===== config.mk =====
export PLATFORM = sky130hd
export DESIGN_NAME = threshold_region_segmenter_core
export DESIGN_NICKNAME = d
export VERILOG_FILES = /design/src/trs_pkg.sv /design/src/trs_divider.sv /design/src/threshold_region_segmenter_core.sv
export SDC_FILE = /design/constraint.sdc
export NUM_CORES = 2
export LEC_CHECK = 0
export BUFFER_PORTS_ARGS = -buffer_cell sky130_fd_sc_hd__buf_2
export CAP_MARGIN = 5
export CORE_MARGIN = 5
export CORE_UTILIZATION = 29
export DETAILED_ROUTE_END_ITERATION = 10
export SLEW_MARGIN = 20
export SYNTH_ARGS = -nofsm -noshare
export SYNTH_HDL_FRONTEND = slang
export SYNTH_SLANG_ARGS = --single-unit
export TNS_END_PERCENT = 50

===== constraint.sdc =====
create_clock -name clk -period 14.7 [get_ports clk]
set_input_delay 1.47 -clock clk [delete_from_list [all_inputs] [get_ports clk]]
set_output_delay 1.47 -clock clk [all_outputs]
set_load 0.01 [all_outputs]

===== src/trs_pkg.sv =====
// Package for the threshold region segmenter: types and constants shared by its modules.
package trs_pkg;

  localparam int unsigned FRAME_INDEX_BITS = 24;
  localparam int unsigned QW         = 17;
  localparam logic [16:0] Q_ONE      = 17'd65536;
  localparam int unsigned CW         = 24;
  localparam int unsigned SUMW       = 41;
  localparam int unsigned LENW       = 25;
  localparam logic [24:0] RUN_LEN_MAX = 25'h1FFFFFF;
  localparam logic [23:0] CNT_MAX    = 24'hFFFFFF;

  localparam logic [1:0] CFG_THRESHOLD = 2'd0;
  localparam logic [1:0] CFG_MIN_REGION = 2'd1;
  localparam logic [1:0] CFG_MERGE_GAP = 2'd2;

  localparam logic KIND_REGION  = 1'b0;
  localparam logic KIND_SUMMARY = 1'b1;

  // One result beat, before packing onto the stream.
  typedef struct packed {
    logic        kind;
    logic [23:0] start_frame;
    logic [23:0] end_frame;
    logic [16:0] confidence;
    logic [16:0] energy;
    logic [23:0] region_count;
    logic [23:0] vocal_frames;
    logic [16:0] overall_confidence;
    logic        last_result;
  } trs_result_t;

  // Request and answer of the shared divider.
  typedef struct packed {
    logic            start;
    logic [SUMW-1:0] dividend;
    logic [LENW-1:0] divisor;
  } trs_div_req_t;

  typedef struct packed {
    logic        busy;
    logic        done;
    logic [16:0] quotient;
  } trs_div_rsp_t;

endpackage


===== src/trs_divider.sv =====
// Shared restoring divider, one quotient bit per cycle, quotient cut to its low 17 bits.
module trs_divider (
  input  logic                  clk,
  input  logic                  rst_n,
  input  trs_pkg::trs_div_req_t req,
  output trs_pkg::trs_div_rsp_t rsp
);
  import trs_pkg::*;

  localparam int unsigned CNTW = $clog2(SUMW + 1);

  logic [SUMW-1:0] quo_r, quo_nxt;
  logic [LENW:0]   rem_r, rem_nxt;
  logic [LENW-1:0] dvs_r, dvs_nxt;
  logic [CNTW-1:0] cnt_r, cnt_nxt;
  logic            busy_r, busy_nxt;
  logic            done_r, done_nxt;
  logic [LENW:0]   trial;

  always_comb begin
    quo_nxt  = quo_r;
    rem_nxt  = rem_r;
    dvs_nxt  = dvs_r;
    cnt_nxt  = cnt_r;
    busy_nxt = busy_r;
    done_nxt = 1'b0;
    trial    = {rem_r[LENW-1:0], quo_r[SUMW-1]};
    if (req.start) begin
      quo_nxt  = req.dividend;
      rem_nxt  = '0;
      dvs_nxt  = req.divisor;
      cnt_nxt  = CNTW'(SUMW);
      busy_nxt = 1'b1;
    end else if (busy_r) begin
      if (trial >= {1'b0, dvs_r}) begin
        rem_nxt = trial - {1'b0, dvs_r};
        quo_nxt = {quo_r[SUMW-2:0], 1'b1};
      end else begin
        rem_nxt = trial;
        quo_nxt = {quo_r[SUMW-2:0], 1'b0};
      end
      cnt_nxt = cnt_r - 1'b1;
      if (cnt_r == CNTW'(1)) begin
        busy_nxt = 1'b0;
        done_nxt = 1'b1;
      end
    end
  end

  always_ff @(posedge clk) begin
    if (!rst_n) begin
      busy_r <= 1'b0;
      done_r <= 1'b0;
      cnt_r  <= '0;
    end else begin
      busy_r <= busy_nxt;
      done_r <= done_nxt;
      cnt_r  <= cnt_nxt;
    end
    quo_r <= quo_nxt;
    rem_r <= rem_nxt;
    dvs_r <= dvs_nxt;
  end

  assign rsp.busy     = busy_r;
  assign rsp.done     = done_r;
  assign rsp.quotient = quo_r[16:0];

endmodule


===== src/threshold_region_segmenter_core.sv =====
// Top level of the threshold region segmenter: frame tracking, region merging and summary.
//
// Usage. Each in_ beat carries one frame: the Q1.16 likelihood in in_tdata and the
// final-frame flag on in_tlast. Out_ beats carry region records and, after the final
// frame, one summary; out_tuser is the kind (0 region, 1 summary) and out_tlast marks the
// last result caused by one frame. A frame causes zero to three results.
// Timing. A frame that closes no region passes the evaluate and flush states before the
// block is ready again. A frame that closes a kept region runs the shared serial divider
// once for its mean confidence, and takes longer when an older region is sent out. The
// final frame may also flush a region and run the divider once more for the mean over all
// regions. Each result beat waits in the output register until taken, and no frame is
// taken while it waits, so output stalls lengthen the handling of a frame. The shared
// divider produces one quotient bit per cycle. One frame at a time.
// Reset. rst_n, synchronous and active low, clears all tracking state and loads the
// register defaults (threshold 0.5, 22 frames for both distances). After the final frame
// all tracking state returns to that reset value; the registers keep their values.
// Stall. While out_tready is low the pending result is held and no frame is taken.
// The user must write configuration (cfg_we, cfg_addr, cfg_wdata) only in idle, unchecked.
module threshold_region_segmenter_core (
  input  logic         clk,
  input  logic         rst_n,
  input  logic         in_tvalid,
  output logic         in_tready,
  input  logic [23:0]  in_tdata,   // [16:0] likelihood
  input  logic         in_tlast,   // final_frame
  output logic         out_tvalid,
  input  logic         out_tready,
  // [23:0] start_frame, [47:24] end_frame, [64:48] confidence, [81:65] energy,
  // [105:82] region_count, [129:106] vocal_frames, [146:130] overall_confidence
  output logic [151:0] out_tdata,
  output logic         out_tlast,  // last_result
  output logic         out_tuser,  // kind
  input  logic         cfg_we,
  input  logic [1:0]   cfg_addr,
  input  logic [23:0]  cfg_wdata
);
  import trs_pkg::*;

  localparam int unsigned FW = FRAME_INDEX_BITS;

  // Sequencer states.
  localparam logic [2:0] S_IDLE    = 3'd0;
  localparam logic [2:0] S_DIV     = 3'd1;
  localparam logic [2:0] S_TAKE    = 3'd2;
  localparam logic [2:0] S_FLUSH   = 3'd3;
  localparam logic [2:0] S_SUMDIV  = 3'd4;
  localparam logic [2:0] S_SUMMARY = 3'd5;
  localparam logic [2:0] S_OUT     = 3'd6;
  localparam logic [2:0] S_EVAL    = 3'd7;

  logic [16:0] thr_r;
  logic [23:0] min_len_r, merge_gap_r;

  logic [2:0]      st_r, st_nxt;
  logic [2:0]      ret_r, ret_nxt;   // state to resume after an output beat
  logic [FW-1:0]   fidx_r, fidx_nxt;
  logic            in_reg_r, in_reg_nxt;
  logic [FW-1:0]   ostart_r, ostart_nxt;
  logic [SUMW-1:0] rsum_r, rsum_nxt;
  logic [LENW-1:0] rlen_r, rlen_nxt;
  logic            pv_r, pv_nxt;
  logic [FW-1:0]   ps_r, ps_nxt, pe_r, pe_nxt;
  logic [16:0]     pc_r, pc_nxt, pen_r, pen_nxt;
  logic [23:0]     nreg_r, nreg_nxt, vtot_r, vtot_nxt;
  logic [SUMW-1:0] ctot_r, ctot_nxt;
  logic [16:0]     lk_r, lk_nxt;
  logic            fin_r, fin_nxt;
  logic            close_r, close_nxt; // a kept region awaits its mean
  logic [16:0]     conf_r, conf_nxt;
  trs_result_t     res_r, res_nxt;
  logic            ov_r, ov_nxt;

  trs_div_req_t dreq;
  trs_div_rsp_t drsp;

  logic [16:0]   lk_sat;
  logic          vocal;
  logic [FW-1:0] open_len, gap, span;
  logic [24:0]   vsum;

  trs_divider u_div (.clk(clk), .rst_n(rst_n), .req(dreq), .rsp(drsp));

  assign lk_sat   = (in_tdata[16:0] > Q_ONE) ? Q_ONE : in_tdata[16:0];
  assign vocal    = lk_r >= thr_r;
  assign open_len = fidx_r - ostart_r;
  assign gap      = ostart_r - pe_r;
  assign span     = pe_r - ps_r;
  assign vsum     = {1'b0, vtot_r} + 25'(span);

  assign in_tready = (st_r == S_IDLE) && !ov_r;

  always_comb begin
    st_nxt = st_r; ret_nxt = ret_r;
    fidx_nxt = fidx_r; in_reg_nxt = in_reg_r; ostart_nxt = ostart_r;
    rsum_nxt = rsum_r; rlen_nxt = rlen_r;
    pv_nxt = pv_r; ps_nxt = ps_r; pe_nxt = pe_r; pc_nxt = pc_r; pen_nxt = pen_r;
    nreg_nxt = nreg_r; vtot_nxt = vtot_r; ctot_nxt = ctot_r;
    lk_nxt = lk_r; fin_nxt = fin_r; close_nxt = close_r; conf_nxt = conf_r;
    res_nxt = res_r; ov_nxt = ov_r;
    dreq = '0;
    if (ov_r && out_tready) ov_nxt = 1'b0;
    case (st_r)
      S_IDLE: begin
        if (in_tvalid && in_tready) begin
          lk_nxt = lk_sat;
          fin_nxt = in_tlast;
          st_nxt = S_EVAL;
        end
      end
      S_EVAL: begin
        close_nxt = 1'b0;
        if (vocal && !in_reg_r) begin
          in_reg_nxt = 1'b1;
          ostart_nxt = fidx_r;
          rsum_nxt = SUMW'(lk_r);
          rlen_nxt = LENW'(1);
          st_nxt = S_FLUSH;
        end else if ((!vocal || fin_r) && in_reg_r) begin
          in_reg_nxt = 1'b0;
          if (rlen_r < RUN_LEN_MAX) begin
            rsum_nxt = rsum_r + SUMW'(lk_r);
            rlen_nxt = rlen_r + 1'b1;
          end
          if (24'(open_len) >= min_len_r) begin
            close_nxt = 1'b1;
            st_nxt = S_DIV;
          end else begin
            st_nxt = S_FLUSH;
          end
        end else begin
          if (in_reg_r && rlen_r < RUN_LEN_MAX) begin
            rsum_nxt = rsum_r + SUMW'(lk_r);
            rlen_nxt = rlen_r + 1'b1;
          end
          st_nxt = S_FLUSH;
        end
      end
      S_DIV: begin
        // Start the divider on the region sum, then wait for the mean.
        if (!drsp.busy && !drsp.done && close_r) begin
          dreq.start = 1'b1;
          dreq.dividend = rsum_r;
          dreq.divisor = rlen_r;
          close_nxt = 1'b0;
        end else if (drsp.done) begin
          conf_nxt = drsp.quotient;
          st_nxt = S_TAKE;
        end
      end
      S_TAKE: begin
        if (pv_r && 24'(gap) < merge_gap_r) begin
          pe_nxt = fidx_r;
          if (conf_r > pc_r) pc_nxt = conf_r;
          pen_nxt = 17'(({1'b0, pen_r} + {1'b0, conf_r}) >> 1);
          st_nxt = S_FLUSH;
        end else if (pv_r && !ov_r) begin
          // Emit the older region; come back here to install the new one.
          // On a non-final frame this record is the only result of the frame.
          res_nxt = '0;
          res_nxt.kind = KIND_REGION;
          res_nxt.start_frame = 24'(ps_r);
          res_nxt.end_frame = 24'(pe_r);
          res_nxt.confidence = pc_r;
          res_nxt.energy = pen_r;
          res_nxt.last_result = !fin_r;
          ov_nxt = 1'b1;
          if (nreg_r != CNT_MAX) nreg_nxt = nreg_r + 1'b1;
          vtot_nxt = vsum[24] ? CNT_MAX : vsum[23:0];
          ctot_nxt = ctot_r + SUMW'(pc_r);
          pv_nxt = 1'b0;
        end else if (!pv_r) begin
          pv_nxt = 1'b1;
          ps_nxt = ostart_r;
          pe_nxt = fidx_r;
          pc_nxt = conf_r;
          pen_nxt = conf_r;
          st_nxt = S_FLUSH;
        end
      end
      S_FLUSH: begin
        if (!fin_r) begin
          fidx_nxt = fidx_r + 1'b1;
          st_nxt = S_IDLE;
        end else if (pv_r) begin
          if (!ov_r) begin
            res_nxt = '0;
            res_nxt.kind = KIND_REGION;
            res_nxt.start_frame = 24'(ps_r);
            res_nxt.end_frame = 24'(pe_r);
            res_nxt.confidence = pc_r;
            res_nxt.energy = pen_r;
            ov_nxt = 1'b1;
            if (nreg_r != CNT_MAX) nreg_nxt = nreg_r + 1'b1;
            vtot_nxt = vsum[24] ? CNT_MAX : vsum[23:0];
            ctot_nxt = ctot_r + SUMW'(pc_r);
            pv_nxt = 1'b0;
          end
        end else if (nreg_r != '0) begin
          dreq.start = 1'b1;
          dreq.dividend = ctot_r;
          dreq.divisor = LENW'(nreg_r);
          st_nxt = S_SUMDIV;
        end else begin
          conf_nxt = '0;
          st_nxt = S_SUMMARY;
        end
      end
      S_SUMDIV: begin
        if (drsp.done) begin
          conf_nxt = drsp.quotient;
          st_nxt = S_SUMMARY;
        end
      end
      S_SUMMARY: begin
        if (!ov_r) begin
          res_nxt = '0;
          res_nxt.kind = KIND_SUMMARY;
          res_nxt.region_count = nreg_r;
          res_nxt.vocal_frames = vtot_r;
          res_nxt.overall_confidence = conf_r;
          res_nxt.last_result = 1'b1;
          ov_nxt = 1'b1;
          fidx_nxt = '0; in_reg_nxt = 1'b0; ostart_nxt = '0;
          rsum_nxt = '0; rlen_nxt = '0; pv_nxt = 1'b0;
          ps_nxt = '0; pe_nxt = '0; pc_nxt = '0; pen_nxt = '0;
          nreg_nxt = '0; vtot_nxt = '0; ctot_nxt = '0;
          st_nxt = S_IDLE;
        end
      end
      S_OUT: st_nxt = ret_r;
      default: st_nxt = S_IDLE;
    endcase
  end

  always_ff @(posedge clk) begin
    if (!rst_n) begin
      thr_r <= 17'd32768;
      min_len_r <= 24'd22;
      merge_gap_r <= 24'd22;
      st_r <= S_IDLE; ret_r <= S_IDLE;
      fidx_r <= '0; in_reg_r <= 1'b0; ostart_r <= '0;
      rsum_r <= '0; rlen_r <= '0;
      pv_r <= 1'b0; ps_r <= '0; pe_r <= '0; pc_r <= '0; pen_r <= '0;
      nreg_r <= '0; vtot_r <= '0; ctot_r <= '0;
      close_r <= 1'b0; fin_r <= 1'b0; ov_r <= 1'b0;
    end else begin
      if (cfg_we) begin
        case (cfg_addr)
          CFG_THRESHOLD:  thr_r <= cfg_wdata[16:0];
          CFG_MIN_REGION: min_len_r <= cfg_wdata;
          CFG_MERGE_GAP:  merge_gap_r <= cfg_wdata;
          default: ;
        endcase
      end
      st_r <= st_nxt; ret_r <= ret_nxt;
      fidx_r <= fidx_nxt; in_reg_r <= in_reg_nxt; ostart_r <= ostart_nxt;
      rsum_r <= rsum_nxt; rlen_r <= rlen_nxt;
      pv_r <= pv_nxt; ps_r <= ps_nxt; pe_r <= pe_nxt; pc_r <= pc_nxt; pen_r <= pen_nxt;
      nreg_r <= nreg_nxt; vtot_r <= vtot_nxt; ctot_r <= ctot_nxt;
      close_r <= close_nxt; fin_r <= fin_nxt; ov_r <= ov_nxt;
    end
    lk_r <= lk_nxt;
    conf_r <= conf_nxt;
    res_r <= res_nxt;
  end

  assign out_tvalid = ov_r;
  assign out_tuser  = res_r.kind;
  assign out_tlast  = res_r.last_result;
  assign out_tdata  = {5'd0, res_r.overall_confidence, res_r.vocal_frames,
                       res_r.region_count, res_r.energy, res_r.confidence,
                       res_r.end_frame, res_r.start_frame};

endmodule

==> qor.csv <==
stage,metric,value,unit
synth,synth_cell_type_count,96,
finish,area_growth,14.8,%
clock_network,cts.clk_slew.worst_paths,60,ps
finish,nets,4408,
synth,synth-seq-cells,640,
power,power.leakage,15.5,nW
worst_setup_path,startpoint_type,flip-flop,
synth,synth_top_area_frac,0.220,
clock_network,clk-insertion-delay-late,710,ps
worst_setup_path,cp.arrival,6720,ps
place,hpwl,73700,um
timing,final-setup-viol-count,0,
synth,async_flop_share,0,
finish,fin_util,0.335,
timing,rsz0062_at_grt,false,
place,place_congestion,0.848,
clock_network,cts_resized,0,
synth,syn_area,35600,um2
floorplanning,start_util,0.292,
timing,clock.fmax,0.163,GHz
place,postPlaceCellArea,38200,um2
worst_setup_path,critPathRequiredTime,15270,ps
synth,synth_cells,3967,
drt,drc_errors,0,
timing,fin_crit,6140,ps
drt,drt_wl_total,102000,um
power,cellPowerDensity,141,nW/um2
global_routing,antenna_found_initial,12,
place,numPortBuffers,199,
synth,synth_warnings,0,
timing,post-route-period-util,0.418,
drt,wl_met3,6000,um
global_routing,grt_pass1_wl,158000,um
drt,drt_iter0_drc,2177,
worst_setup_path,worst-path-max-fanout,87,
timing,fin_tns_setup,0,ps
timing,maxSlewHeadroom,0.281,
clock_network,clockBufferDepth,3,
drt,post_drt_wl_per_cell,17.6,um
synth,synth_area_per_cell,8.97,um2
synth,synth_area_leaders,"dfxtp_1, edfxtp_1, ha_1, nand2_1, a21oi_1",
floorplanning,fp.dieH,360,um
clock_network,cts_max_level,3,
clock_network,cts_buffers,75,
synth,yosysSeqAreaShare,0.430,
finish,final_area,40800,um2
global_routing,grt_start_max_net_pins,88,
global_routing,grt_pass1_vias,27500,
worst_setup_path,worst_setup_path_end_kind,flip-flop,
clock_network,cts_tree,built,
timing,slew_viol_final,0,
clock_network,clock-sinks,640,
place,placedCellCount,5637,
floorplanning,chipWidth,360,um
synth,synth-edff-count,249,
clock_network,cts-root-buf,clkbuf_16,
timing,finalHoldViolations,0,
clock_network,ctsHoldBuffers,0,
synth,yosys.area.top_type,dfxtp_1,
floorplanning,ios,212,
drt,vias,28900,
global_routing,grt_use_total,0.152,
drt,via_per_inst,4.99,
floorplanning,dieArea,130000,um2
timing,skew,61.0,ps
finish,fin_cells,5784,
finish,drive_gt1_frac,0.0978,
global_routing,grt-ovfl-total,0,
drt,wl_met1,47800,um
drt,top_layer_used,met5,
worst_setup_path,critical_path_class,reg2reg,
finish,nFillCells,12500,
power,vdd_drop_max,89.0,uV
drt,ant_nets,0,
drt,route.met2.wl,45200,um
drt,drtPass1Iterations,5,
floorplanning,rows,128,
status,status,"finished, final reports clean",
worst_hold_path,hold_class,reg2reg,
run,cap_violations,0,
floorplanning,core,122000,um2
synth,ys_dominant_reg_cell,dfxtp_1,
clock_network,post_cts_buffers,0,
timing,worst_slew_pin_slew,1080,ps
[report_power, final]
group	internal (mW)	switching (mW)	leakage, nW	total (mW)
sequential	2.08	0.229	5.53	2.31
combinational	0.555	0.945	8.71	1.50
clock	1.12	0.844	1.26	1.96
total	3.76	2.02	15.5	5.77
[cell type report]
| cell class | instances | area [um2] | share of cell area |
|---|---|---|---|
| Antenna cell | 7 | 17.5 | 0.000429 |
| Clock inverter | 50 | 627 | 0.0153 |
| Sequential cell | 640 | 15300 | 0.375 |
| Multi-Input combinational cell | 2902 | 18700 | 0.459 |
| Clock buffer | 90 | 1980 | 0.0486 |
| Timing Repair Buffer | 228 | 1210 | 0.0297 |
| Inverter | 242 | 921 | 0.0225 |
| Tap cell | 1625 | 2030 | 0.0498 |
[cells in the final DEF, fill, tap and decap left out, types with 42 or more instances in the layout]
cell type | netlist | layout
a21o_1 | 71 | 71
inv_1 | 236 | 236
o21ai_1 | 78 | 75
edfxtp_1 | 249 | 249
nor2_1 | 380 | 379
nand2_1 | 454 | 453
and2_1 | 97 | 97
mux2i_1 | 50 | 50
buf_2 | 22 | 199
nor3_1 | 74 | 73
dfxtp_1 | 391 | 391
clkbuf_16 | 0 | 75
a22oi_1 | 57 | 57
ha_1 | 255 | 255
and3_1 | 42 | 42
xor2_1 | 60 | 60
nor2b_1 | 42 | 42
nand3_1 | 141 | 140
nand4_1 | 55 | 55
o21ai_0 | 67 | 67
a21oi_1 | 332 | 330
xnor2_1 | 176 | 176
[metrics by stage]
| step | hold slack, ps | total power, mW | worst slack [ps] |
|---|---|---|---|
| finish | 450 | 5.77 | 8560 |
| global placement | 443 | 3.82 | 8130 |
| global route | 469 | 6.10 | 8080 |
| detailed placement | 443 | 3.84 | 8590 |
| CTS | 451 | 5.83 | 8490 |
| floorplan | 432 | 3.33 | 5880 |
[Yosys cell counts, drive strengths merged, types with 38 or more instances]
cell type and n:
nand3 141, nand2 454, a21oi 332, a22oi 57
mux2i 50, xnor2 176, o21a 38, dfxtp 391
clkbuf 147, and2 98, edfxtp 249, a21o 71
ha 255, nor3 78, o21ai 145, nor2 381
buf 40, nand4 55, and3 44, xor2 60
inv 241, nor2b 42
[worst paths after layout]
check                to  cells after the start    start  slack (ps)
min reg2reg     ps_r[7]                      2  ps_r[7]         450
max          vtot_r[23]                     22  pe_r[1]        8560
max reg2reg  vtot_r[23]                     22  pe_r[1]        8560
min             ps_r[7]                      2  ps_r[7]         450
[metal layers]
metal,vias up,GRT usage
met4,4,0.0472
met5,-,0
met1,13800,0.211
met2,654,0.238
met3,147,0.0303
li1,14300,-
[cells by family (layout without fill, tap and decap cells)]
kind of cell | count (synthesis) | in the layout | synth area share
compound gates | 892 | 892 | 0.161
flops | 640 | 640 | 0.430
simple gates | 1443 | 1443 | 0.192
fa+ha+maj | 263 | 263 | 0.0942
buf+inv | 429 | 610 | 0.0470
xor+xnor | 236 | 236 | 0.0581
other cells | 1 | 12 | 0.000105
mux | 63 | 63 | 0.0182
[state kept, by name, indices dropped and copies added, names as in the netlist, 6 cells and up]
signal / count
fidx_r: 24
nreg_r: 24
u_div.dvs_r: 25
ostart_r: 24
merge_gap_r: 24
pc_r: 17
vtot_r: 24
ctot_r: 41
min_len_r: 24
rlen_r: 25
thr_r: 17
u_div.quo_r: 41
ps_r: 24
conf_r: 17
pen_r: 17
pe_r: 24
u_div.rem_r: 25
rsum_r: 41
lk_r: 17
u_div.cnt_r: 6
out_tdata: 147
[worst max-delay path, cell delays in order (launching register included)]
cell and delay, ps:
dfxtp_1 320, inv_1 210, ha_1 280, nor2b_1 140, o31a_1 300, o2111a_1 300
or2_1 260, a21o_1 190, a21o_1 200, a21o_1 190, a21oi_1 170, xnor2_1 110
ha_1 310, nand4_1 130, nor2_1 160, o2111ai_1 110, a31oi_1 340, o21a_1 380
o21ai_4 120, inv_6 610, nand3_2 670, nand2b_1 370, o211ai_1 130
No activity file was read; power rests on OpenSTA's default activity.
